[src/rtl/rgbhsv_pkg.sv]
`timescale 1ns / 1ps
// Shared types and constants for the RGB to HSV conversion pipeline.
// Has no dependencies; every other file in rtl/ refers to it by scoped names.
package rgbhsv_pkg;

    localparam int CH_W  = 8;
    localparam int HUE_W = 15;
    localparam int SAT_W = 16;

    // Lanes of the shared two-lane divider.
    localparam int LANE_HUE = 0;
    localparam int LANE_SAT = 1;
    localparam int LANES    = 2;

    typedef enum logic [1:0] {
        MAX_RED,
        MAX_GREEN,
        MAX_BLUE
    } max_sel_t;

    // Per-pixel sideband that travels alongside the divider lanes.
    typedef struct packed {
        logic [CH_W-1:0] brightness;
        logic            grey;
        logic            black;
    } hsv_tag_t;

endpackage

[src/rtl/rgbhsv_prep.sv]
`timescale 1ns / 1ps
// Front end of the conversion: max/min channel selection, then the hue and
// saturation dividends and divisors. Depends on rgbhsv_pkg.
module rgbhsv_prep #(
    parameter int HUE_FRAC_BITS = 6,
    parameter int DIV_QW        = 16
) (
    input  logic                                          aclk,
    input  logic                                          aresetn,
    input  logic                                          in_valid,
    output logic                                          in_ready,
    input  logic [rgbhsv_pkg::CH_W-1:0]                   red,
    input  logic [rgbhsv_pkg::CH_W-1:0]                   green,
    input  logic [rgbhsv_pkg::CH_W-1:0]                   blue,
    output logic                                          out_valid,
    input  logic                                          out_ready,
    output logic [rgbhsv_pkg::LANES-1:0][DIV_QW+7:0]      out_dividend,
    output logic [rgbhsv_pkg::LANES-1:0][rgbhsv_pkg::CH_W-1:0] out_den,
    output rgbhsv_pkg::hsv_tag_t                          out_tag
);

    localparam int DIV_W = DIV_QW + 8;

    // Stage A: channel selection.
    logic                          va_reg;
    logic [rgbhsv_pkg::CH_W-1:0]   max_reg, max_next;
    logic [rgbhsv_pkg::CH_W-1:0]   spread_reg, spread_next;
    logic signed [8:0]             diff_reg, diff_next;
    rgbhsv_pkg::max_sel_t          sel_reg, sel_next;

    // Stage B: dividends and divisors.
    logic                                              vb_reg;
    logic [rgbhsv_pkg::LANES-1:0][DIV_W-1:0]           dividend_reg, dividend_next;
    logic [rgbhsv_pkg::LANES-1:0][rgbhsv_pkg::CH_W-1:0] den_reg, den_next;
    rgbhsv_pkg::hsv_tag_t                              tag_reg, tag_next;

    logic load_a, load_b;
    logic [rgbhsv_pkg::CH_W-1:0] min_val;
    logic [8:0]                  hue_base;
    logic [16:0]                 base_spread;
    logic signed [18:0]          hue_num;

    assign load_b   = !vb_reg || out_ready;
    assign load_a   = !va_reg || load_b;
    assign in_ready = load_a;

    always_comb begin
        // Ties go to the earlier channel in red, green, blue order.
        if (red >= green && red >= blue) begin
            sel_next  = rgbhsv_pkg::MAX_RED;
            max_next  = red;
            diff_next = $signed({1'b0, green}) - $signed({1'b0, blue});
        end else if (green >= blue) begin
            sel_next  = rgbhsv_pkg::MAX_GREEN;
            max_next  = green;
            diff_next = $signed({1'b0, blue}) - $signed({1'b0, red});
        end else begin
            sel_next  = rgbhsv_pkg::MAX_BLUE;
            max_next  = blue;
            diff_next = $signed({1'b0, red}) - $signed({1'b0, green});
        end
        min_val = red;
        if (green < min_val) begin
            min_val = green;
        end
        if (blue < min_val) begin
            min_val = blue;
        end
        spread_next = max_next - min_val;
    end

    always_comb begin
        unique case (sel_reg)
            rgbhsv_pkg::MAX_RED: begin
                // A negative red-sector hue is wrapped by a full turn up front.
                hue_base = diff_reg[8] ? 9'd360 : 9'd0;
            end
            rgbhsv_pkg::MAX_GREEN: begin
                hue_base = 9'd120;
            end
            rgbhsv_pkg::MAX_BLUE: begin
                hue_base = 9'd240;
            end
            default: begin
                hue_base = 9'd0;
            end
        endcase
        base_spread = {8'b0, hue_base} * {9'b0, spread_reg};
        hue_num     = $signed({2'b00, base_spread}) + 19'(diff_reg) * 19'sd60;

        // Round to nearest by adding half the divisor before the division.
        dividend_next[rgbhsv_pkg::LANE_HUE] = (DIV_W'(hue_num[16:0]) << HUE_FRAC_BITS)
                                            + DIV_W'(spread_reg[7:1]);
        dividend_next[rgbhsv_pkg::LANE_SAT] = DIV_W'({spread_reg, 16'h0000})
                                            - DIV_W'(spread_reg) + DIV_W'(max_reg[7:1]);
        den_next[rgbhsv_pkg::LANE_HUE] = spread_reg;
        den_next[rgbhsv_pkg::LANE_SAT] = max_reg;
        tag_next.brightness = max_reg;
        tag_next.grey       = (spread_reg == '0);
        tag_next.black      = (max_reg == '0);
    end

    always_ff @(posedge aclk) begin
        if (!aresetn) begin
            va_reg <= 1'b0;
            vb_reg <= 1'b0;
        end else begin
            if (load_a) begin
                va_reg <= in_valid;
            end
            if (load_b) begin
                vb_reg <= va_reg;
            end
        end
    end

    always_ff @(posedge aclk) begin
        if (load_a) begin
            max_reg    <= max_next;
            spread_reg <= spread_next;
            diff_reg   <= diff_next;
            sel_reg    <= sel_next;
        end
        if (load_b) begin
            dividend_reg <= dividend_next;
            den_reg      <= den_next;
            tag_reg      <= tag_next;
        end
    end

    assign out_valid    = vb_reg;
    assign out_dividend = dividend_reg;
    assign out_den      = den_reg;
    assign out_tag      = tag_reg;

endmodule

[src/rtl/rgbhsv_div.sv]
`timescale 1ns / 1ps
// Pipelined two-lane restoring divider, one quotient bit per stage, with an
// elastic valid chain. Depends on rgbhsv_pkg.
module rgbhsv_div #(
    parameter int QW = 16
) (
    input  logic                                               aclk,
    input  logic                                               aresetn,
    input  logic                                               in_valid,
    output logic                                               in_ready,
    input  logic [rgbhsv_pkg::LANES-1:0][QW+7:0]               in_dividend,
    input  logic [rgbhsv_pkg::LANES-1:0][rgbhsv_pkg::CH_W-1:0] in_den,
    input  rgbhsv_pkg::hsv_tag_t                               in_tag,
    output logic                                               out_valid,
    input  logic                                               out_ready,
    output logic [rgbhsv_pkg::LANES-1:0][QW-1:0]               out_quot,
    output rgbhsv_pkg::hsv_tag_t                               out_tag
);

    localparam int DIV_W = QW + 8;

    // The dividend is below den * 2^QW whenever den is nonzero, so its top byte starts out as
    // a valid partial remainder and QW steps give the whole quotient.
    function automatic logic [DIV_W-1:0] div_step(input logic [DIV_W-1:0] w,
                                                  input logic [rgbhsv_pkg::CH_W-1:0] d);
        logic [8:0] t;
        logic [8:0] diff;
        t    = w[DIV_W-1:QW-1];
        diff = t - {1'b0, d};
        if (t >= {1'b0, d}) begin
            div_step = {diff[7:0], w[QW-2:0], 1'b1};
        end else begin
            div_step = {t[7:0], w[QW-2:0], 1'b0};
        end
    endfunction

    logic [QW-1:0] valid_reg;
    logic [QW:0]   load;
    logic [rgbhsv_pkg::LANES-1:0][DIV_W-1:0]           work_reg [QW];
    logic [rgbhsv_pkg::LANES-1:0][DIV_W-1:0]           work_next [QW];
    logic [rgbhsv_pkg::LANES-1:0][rgbhsv_pkg::CH_W-1:0] den_reg [QW];
    rgbhsv_pkg::hsv_tag_t                              tag_reg [QW];
    logic [rgbhsv_pkg::LANES-1:0][DIV_W-1:0]           src_work [QW];
    logic [rgbhsv_pkg::LANES-1:0][rgbhsv_pkg::CH_W-1:0] src_den [QW];
    rgbhsv_pkg::hsv_tag_t                              src_tag [QW];
    logic [QW-1:0]                                     src_valid;

    assign load[QW]  = out_ready;
    assign in_ready  = load[0];

    for (genvar s = 0; s < QW; s++) begin : g_stage
        if (s == 0) begin : g_first
            assign src_work[s]  = in_dividend;
            assign src_den[s]   = in_den;
            assign src_tag[s]   = in_tag;
            assign src_valid[s] = in_valid;
        end else begin : g_next
            assign src_work[s]  = work_reg[s-1];
            assign src_den[s]   = den_reg[s-1];
            assign src_tag[s]   = tag_reg[s-1];
            assign src_valid[s] = valid_reg[s-1];
        end

        assign load[s] = !valid_reg[s] || load[s+1];

        always_comb begin
            for (int l = 0; l < rgbhsv_pkg::LANES; l++) begin
                work_next[s][l] = div_step(src_work[s][l], src_den[s][l]);
            end
        end

        always_ff @(posedge aclk) begin
            if (!aresetn) begin
                valid_reg[s] <= 1'b0;
            end else if (load[s]) begin
                valid_reg[s] <= src_valid[s];
            end
        end

        always_ff @(posedge aclk) begin
            if (load[s]) begin
                work_reg[s] <= work_next[s];
                den_reg[s]  <= src_den[s];
                tag_reg[s]  <= src_tag[s];
            end
        end
    end

    always_comb begin
        for (int l = 0; l < rgbhsv_pkg::LANES; l++) begin
            out_quot[l] = work_reg[QW-1][l][QW-1:0];
        end
    end

    assign out_valid = valid_reg[QW-1];
    assign out_tag   = tag_reg[QW-1];

endmodule

[src/rtl/rgb_to_hsv_unit.sv]
`timescale 1ns / 1ps
// Channel  | Ports          | tdata fields (low bit first)        | Width
// ---------+----------------+-------------------------------------+------
// pixel in | s_axis_t*      | red[7:0] green[15:8] blue[23:16]    | 24
// HSV out  | m_axis_t*      | hue[14:0] sat[30:15] bright[38:31]  | 40
//
// One pixel is accepted every cycle while m_axis_tready is not stalling. Pixels
// pass through the prep stages, the divider stages and an output register; the
// divider retires one quotient bit per stage for both hue and saturation in parallel.
// Reset clears only the valid bits; the pipeline is ready on the next cycle.
// Each stage advances on its own, so a stall at m_axis_tready fills bubbles
// first and only then drops s_axis_tready. Depends on rgbhsv_pkg,
// rgbhsv_prep and rgbhsv_div.
module rgb_to_hsv_unit #(
    parameter int HUE_FRAC_BITS = 6
) (
    input  logic        aclk,
    input  logic        aresetn,
    input  logic        s_axis_tvalid,
    output logic        s_axis_tready,
    input  logic [23:0] s_axis_tdata,   // red[7:0], green[15:8], blue[23:16]
    output logic        m_axis_tvalid,
    input  logic        m_axis_tready,
    output logic [39:0] m_axis_tdata    // hue[14:0], saturation[30:15], brightness[38:31]
);

    localparam int HUE_QW = 9 + HUE_FRAC_BITS;
    localparam int DIV_QW = (HUE_QW > rgbhsv_pkg::SAT_W) ? HUE_QW : rgbhsv_pkg::SAT_W;
    localparam logic [DIV_QW-1:0] FULL_TURN = DIV_QW'(360) << HUE_FRAC_BITS;

    logic                                               prep_valid, prep_ready;
    logic [rgbhsv_pkg::LANES-1:0][DIV_QW+7:0]           prep_dividend;
    logic [rgbhsv_pkg::LANES-1:0][rgbhsv_pkg::CH_W-1:0] prep_den;
    rgbhsv_pkg::hsv_tag_t                               prep_tag;
    logic                                               div_valid, div_ready;
    logic [rgbhsv_pkg::LANES-1:0][DIV_QW-1:0]           div_quot;
    rgbhsv_pkg::hsv_tag_t                               div_tag;

    logic                          out_valid_reg;
    logic [rgbhsv_pkg::HUE_W-1:0]  hue_reg, hue_next;
    logic [rgbhsv_pkg::SAT_W-1:0]  sat_reg, sat_next;
    logic [rgbhsv_pkg::CH_W-1:0]   bright_reg;
    logic                          out_load;
    logic [DIV_QW-1:0]             hue_quot;

    rgbhsv_prep #(
        .HUE_FRAC_BITS (HUE_FRAC_BITS),
        .DIV_QW        (DIV_QW)
    ) u_prep (
        .aclk         (aclk),
        .aresetn      (aresetn),
        .in_valid     (s_axis_tvalid),
        .in_ready     (s_axis_tready),
        .red          (s_axis_tdata[7:0]),
        .green        (s_axis_tdata[15:8]),
        .blue         (s_axis_tdata[23:16]),
        .out_valid    (prep_valid),
        .out_ready    (prep_ready),
        .out_dividend (prep_dividend),
        .out_den      (prep_den),
        .out_tag      (prep_tag)
    );

    rgbhsv_div #(
        .QW (DIV_QW)
    ) u_div (
        .aclk        (aclk),
        .aresetn     (aresetn),
        .in_valid    (prep_valid),
        .in_ready    (prep_ready),
        .in_dividend (prep_dividend),
        .in_den      (prep_den),
        .in_tag      (prep_tag),
        .out_valid   (div_valid),
        .out_ready   (div_ready),
        .out_quot    (div_quot),
        .out_tag     (div_tag)
    );

    assign out_load  = !out_valid_reg || m_axis_tready;
    assign div_ready = out_load;

    always_comb begin
        hue_quot = div_quot[rgbhsv_pkg::LANE_HUE];
        // A hue that rounds up to a full turn reads as zero.
        if (div_tag.grey || hue_quot == FULL_TURN) begin
            hue_next = '0;
        end else begin
            hue_next = rgbhsv_pkg::HUE_W'(hue_quot);
        end
        if (div_tag.black) begin
            sat_next = '0;
        end else begin
            sat_next = rgbhsv_pkg::SAT_W'(div_quot[rgbhsv_pkg::LANE_SAT]);
        end
    end

    always_ff @(posedge aclk) begin
        if (!aresetn) begin
            out_valid_reg <= 1'b0;
        end else if (out_load) begin
            out_valid_reg <= div_valid;
        end
    end

    always_ff @(posedge aclk) begin
        if (out_load) begin
            hue_reg    <= hue_next;
            sat_reg    <= sat_next;
            bright_reg <= div_tag.brightness;
        end
    end

    assign m_axis_tvalid = out_valid_reg;
    assign m_axis_tdata  = {1'b0, bright_reg, sat_reg, hue_reg};

    a_black_no_sat: assert property (@(posedge aclk) disable iff (!aresetn)
        (m_axis_tvalid && bright_reg == '0) |-> (sat_reg == '0))
        else $error("black pixel left with nonzero saturation");

    a_grey_no_hue: assert property (@(posedge aclk) disable iff (!aresetn)
        (m_axis_tvalid && sat_reg == '0 && bright_reg != '0) |-> (hue_reg == '0))
        else $error("grey pixel left with nonzero hue");

    a_hue_range: assert property (@(posedge aclk) disable iff (!aresetn)
        m_axis_tvalid |-> ((HUE_QW > rgbhsv_pkg::HUE_W) || (DIV_QW'(hue_reg) < FULL_TURN)))
        else $error("hue reached a full turn");

endmodule
[config.mk]
export PLATFORM = sky130hd
export DESIGN_NAME = rgb_to_hsv_unit
export DESIGN_NICKNAME = d
export VERILOG_FILES = /design/src/rtl/rgbhsv_pkg.sv /design/src/rtl/rgbhsv_prep.sv /design/src/rtl/rgbhsv_div.sv /design/src/rtl/rgb_to_hsv_unit.sv
export SDC_FILE = /design/constraint.sdc
export NUM_CORES = 2
export LEC_CHECK = 0
export BUFFER_PORTS_ARGS = -buffer_cell sky130_fd_sc_hd__buf_2
export CAP_MARGIN = 5
export CORE_MARGIN = 2
export CORE_UTILIZATION = 45
export DETAILED_ROUTE_END_ITERATION = 10
export GPL_TIMING_DRIVEN = 0
export SYNTH_ARGS = -nofsm -noshare
export SYNTH_HDL_FRONTEND = slang
export SYNTH_SLANG_ARGS = --single-unit
[constraint.sdc]
create_clock -name aclk -period 7.2 [get_ports aclk]
set_clock_uncertainty 0.05 [all_clocks]
set_input_delay 1.8 -clock aclk [delete_from_list [all_inputs] [get_ports aclk]]
set_output_delay 1.8 -clock aclk [all_outputs]
set_load 0.02 [all_outputs]
# After elaboration in Yosys (flattened, before gate mapping)
# Memory sizes are Yosys's and may differ from the RTL's.
# Index checks and enable logic that the tools add are counted.
# word_totals
register_bits	151
ram_bits	1184
in_bits	28
output_inout_bits	42
wordCells	233
n_memories	3
# memory_table
memory	depth	word_bits	read_ports	rd_ports_with_merged_regs	write_ports	line	source
u_div.work_reg	16	48	16	0	16	rgbhsv_div.sv:39	logic [rgbhsv_pkg::LANES-1:0][DIV_W-1:0] work_reg [QW];
u_div.den_reg	16	16	15	0	16	rgbhsv_div.sv:41	logic [rgbhsv_pkg::LANES-1:0][rgbhsv_pkg::CH_W-1:0] den_reg [QW];
u_div.tag_reg	16	10	16	0	16	rgbhsv_div.sv:42	rgbhsv_pkg::hsv_tag_t tag_reg [QW];
# op_classes
add_sub_neg	40
multipliers	2
n_lt_le_gt_ge	37
n_eq_ne	3
muxes	73
reduce_logical	43
# ops
cell	count
$mux W24	32
$ge A9 B8 Y1	32
$sub A8 B8 Y8	33
$mux W1	32
$mux W8	4
$mux W9	3
$pmux W9 S3	1
$sub A8 B8 Y9	3
$add A23 B7 Y24	1
$add A24 B7 Y24	1
$ge A8 B8 Y1	3
$sub A24 B8 Y24	1
$logic_or A1 B1 Y1	20
$logic_not A1 Y1	19
$add A17 B17 Y17	1
$mul A9 B8 Y17	1
$eq A16 B15 Y1 const B	1
$logic_not A8 Y1	2
$lt A8 B8 Y1	2
$mul A9 B5 Y14 const B	1
$eq A2 B1 Y1 const B	1
$eq A2 B2 Y1 const B	1
$logic_not A2 Y1	1
$mux W2	1
$logic_and A1 B1 Y1	1

# Logic depth before layout (Yosys ltp)
# logic_depth
depth_word	20
depth_mapped	28
depth_no_buf	28

# Cells and area by module
# A second synthesis with hierarchy kept.
# unflattened
hier_cells	4212
area_unflattened_um2	60252.8
# modules_own_cells
module	n_inst	cells_each	area_each_um2	seq_area_each_um2
rgbhsv_div	1	3256	50494.7	34913.5
rgbhsv_prep	1	873	8276.7	2532.4
rgb_to_hsv_unit	1	83	1481.4	1191.1

# Least setup slack after synthesis
# No wires, ideal clock.
# synth_timing
kind	input port to output port
startpoint	input port m_axis_tready
endpoint	output port s_axis_tready
t_arrival_ps	5352
required_time_ps	5350
slack_ps	-2
cell_stages	10
path_buffers	0
cell_sequence	nor2b_1 > and2_1 > inv_1 > nor2_1 > and2_1 > inv_2 > nor3_2 > and3_1 > and2_1 > nand2_1
# synth_between
elab_chain_cells	19
# synth_lines
item	line	source
start: declaration	rgb_to_hsv_unit.sv:23	input logic m_axis_tready,
$logic_or A1 B1 Y1	rgb_to_hsv_unit.sv:80	assign out_load = !out_valid_reg || m_axis_tready;
$logic_or A1 B1 Y1	rgbhsv_div.sv:64	assign load[s] = !valid_reg[s] || load[s+1];
named net u_div.load[15]	rgbhsv_div.sv:38	logic [QW:0] load;
$logic_or A1 B1 Y1 (4 in a row)	rgbhsv_div.sv:64	
named net u_div.load[11]	rgbhsv_div.sv:38	
$logic_or A1 B1 Y1 (11 in a row)	rgbhsv_div.sv:64	
$logic_or A1 B1 Y1	rgbhsv_prep.sv:43	assign load_b = !vb_reg || out_ready;
$logic_or A1 B1 Y1	rgbhsv_prep.sv:44	assign load_a = !va_reg || load_b;
end: declaration	rgb_to_hsv_unit.sv:20	output logic s_axis_tready,
# The timed path passes the listed nets, and every way through them passes these cells.

# Worst setup path in the final report
# layout_timing
startpoint	input port s_axis_tdata[9]
endpoint	register u_prep.spread_reg[7] in the netlist's numbering (data pin)
# layout_between
elab_chain_cells	5
word_cells_on_any_way	10
cone_classes	1 x add/sub; 4 x order compare; 4 x mux; 1 x reduce/logical
# layout_lines
item	line	source
start: declaration	rgb_to_hsv_unit.sv:21	input logic [23:0] s_axis_tdata,
$lt A8 B8 Y1	rgbhsv_prep.sv:63	if (green < min_val) begin
$mux W8	rgbhsv_prep.sv:63	
$lt A8 B8 Y1	rgbhsv_prep.sv:66	if (blue < min_val) begin
$mux W8	rgbhsv_prep.sv:66	
$sub A8 B8 Y8 (*)	rgbhsv_prep.sv:69	spread_next = max_next - min_val;
named net u_prep.spread_next (one bit)	rgbhsv_prep.sv:27	logic [rgbhsv_pkg::CH_W-1:0] spread_reg, spread_next;
end signal: assignment	rgbhsv_prep.sv:120	spread_reg <= spread_next;
end: declaration	rgbhsv_prep.sv:27	
# Mark *: on every way through the listed nets, which the timed path passes. The rest lies on a longest branch.
# A chain may end at the register's enable or synchronous reset.

==> impl_results.md <==
* Status: completed
* Sequential share of the synthesized area at a little under two thirds
* Max Fanout on Critical Path at 15
* Area contributors post-synth: edfxtp_1 (63%), ha_1 (8.9%), inv_1 (3.8%), fa_1 (3.2%), a21oi_1 (3.0%)
* Actual slew at the worst max-slew pin at 905 ps
* CP peak stage delay at 510 ps
* CTS H-tree depth at 3
* Post-route ant nets at 0
* Clk_lat worst skew at 700 ps
* Total nets after synthesis at around 4300
* Post-Route WL at 82900 um
* Syn. warnings at 0
* Die H at around 340 um
* Area of the core at 112000 um^2
* Final period utilization at a little over nine tenths
* HPWL Detailed at about 62000 um
* Synthesis-stage register bit count at around 1100
* Remaining global-route overflow at 0
* RSZ-0062 raised after global routing: false
* Post-synth top area share at approximately 63%
* Final nets at roughly 4500
* Die W at approximately 340 um
* Yosys cell types at 55
* # DRC at 0
* First-pass DRT Iterations at 5
* Most common cell in the synthesized netlist: edfxtp_1
* Final Non-Filler Cells at between 5000 and 6000
* Vias at 27500
* Hold Crit Class: flop to flop
* Share of cells above drive strength 1 at between 8 and 9%
* Mean Syn Cell Area at 13.3 um^2
* Root Buffer: clkbuf_16
* Largest net degree at the start of global routing at 66
* Rel. slew slack at about 40%
* Vias in the first global route at between 20000 and 30000
* Drt via density at ~4.9
* GPL Wtd Cong at roughly 0.84
* Crit Path Class: input port to flop
* CTS tree: yes
* Final Hold Viols at 0
* Final min period at approximately 6800 ps
* Yosys top cell by area: edfxtp_1
* Initial core utilization at 45.2%
* Die footprint at approximately 120000 um^2
* # Max-Cap Violations at 0
* First-pass GRT wire length at about 140000 um
* Synth async-reset ratio at 0%
* Max reg flops at roughly 660
* Io pins at 70
* Avg WL per Cell at ~15 um
* Total GRT Usage at 14.6%
* Reg clk slew, reported paths at 60 ps
* Max clock buf depth at 3
* Placed Cells at between 5000 and 6000
* Max-slew violation count at 0
* Critical path data arrival time at between 7000 and 8000 ps
* Layout area overhead at 12.3%
* Sink Count at ~1100
* Slowest CP cell: o41ai_4
* CP endpoint kind: flop
* Critical Path Start Type: input port
* Mapped Cells at 3819
* Number of CTS-inserted buffers at around 110
* Buffers on Ports at 67
* Initial antenna violation count at 0
* WP data required at about 7600 ps
* EDFF count, synth at roughly 1100
* Rows at roughly 120
* Synth Flop Type: edfxtp_1
* Final setup viols at 0
* Synth Cell Area at about 51000 um^2
* Synth cell count leaders: edfxtp_1 (1059), inv_1 (508), ha_1 (362)
* DRT iter0 DRCs at around 1400
* F_max at 146 MHz
[critical path: cells and delay by family]
kind / cells / cell delay, ps
AOI/OAI and AO/OA: 13 / 3120
and+or+nand+nor: 4 / 420
muxes: 1 / 430
xor gates and xnor gates: 2 / 250
buffers and inverters: 3 / 360
adders and majority gates: 3 / 860
[kinds of logic after synthesis]
kind of cell               after synthesis  share of synthesized area, %
AOI/OAI and AO/OA                      720                          8.30
xor gates and xnor gates               208                          3.60
adders and majority gates              444                          12.2
buffers and inverters                  558                          4.14
DFF                                   1078                          63.4
muxes                                   43                         0.944
other                                    1                       0.00739
and+or+nand+nor                        767                          7.43
[metrics by stage]
stage / utilization [%] / setup slack, ps / cell area, um^2 / setup TNS [ps] / hold slack, ps
floorplan: - / -2.00 / 50700 / -2.00 / 350
finish: 50.8 / 365 / 57000 / 0 / 333
detailed placement: 47.4 / -795 / 53200 / -1880 / 355
CTS: 50.7 / 8.60 / 56900 / 0 / 321
global placement: 47.2 / -2220 / 53000 / -379970 / 350
global route: 50.8 / 29.1 / 57000 / 0 / 337
[path summary, 6_finish.rpt]
path / slack [ps] / start / end / depth (start not counted)
hold / removal: 330 / u_div.work_reg[1][6] / u_div.work_reg[1][55] / 0
hold reg to reg: 330 / u_div.work_reg[1][6] / u_div.work_reg[1][55] / 0
setup reg to reg: 470 / u_prep.diff_reg[1] / u_prep.out_dividend[22] / 26
setup / recovery: 370 / s_axis_tdata[9] / u_prep.spread_reg[7] / 26
[layer usage]
layer | wire length (um) | GRT usage [%] | share of wire [%]
met2 | 43200 | 27.2 | 52
met5 | 0 | 0 | 0
met3 | 2950 | 2.36 | 3.6
met4 | 2090 | 4.90 | 2.5
met1 | 34700 | 16.9 | 42
[layout make-up]
type | instances | area, um^2
flip-flops and latches | 1078 | 32200
clock inverters | 67 | 711
clock buffers | 140 | 2960
diodes | 1 | 2.50
inverters | 510 | 1920
fillers | 9574 | 55200
well taps | 1500 | 1880
multi-input cells | 2183 | 16600
repair buffers | 83 | 601
plain buffers | 47 | 181
[cell usage in the layout (no fill, tap or decap), drive strengths merged, types with 3 or more instances in the layout]
cell type | Yosys | layout
nand3 | 10 | 10
ha | 362 | 362
mux2i | 7 | 7
or2 | 33 | 33
o21ai | 190 | 190
and3 | 6 | 6
buf | 2 | 85
a2bb2oi | 30 | 30
a211oi | 8 | 8
a21oi | 304 | 304
nor3 | 20 | 20
a21o | 54 | 54
o21bai | 11 | 11
and2 | 32 | 32
dfxtp | 19 | 19
nand2 | 114 | 114
edfxtp | 1059 | 1059
nor4 | 5 | 5
clkinvlp | 0 | 3
xor2 | 47 | 47
mux2 | 36 | 36
nand4 | 66 | 66
bufinv | 0 | 10
o21a | 11 | 11
a21boi | 70 | 70
nor2b | 107 | 107
clkinv | 0 | 51
a31oi | 3 | 3
clkbuf | 46 | 185
xnor2 | 161 | 161
nand2b | 74 | 74
inv | 510 | 513
fa | 82 | 82
o22ai | 30 | 30
nor2 | 291 | 291
[what timing repair did]
action,CTS,global route
endpoints found under the setup margin,2,3
hold buffers,0,0
hold endpoints to repair,0,0
pin swaps,1,2
cloned,0,0
setup buffers,0,5
resized for setup,3,9
Power is not shown: default switching activity piles up to over one toggle a cycle in this logic, so the estimate is an artifact.
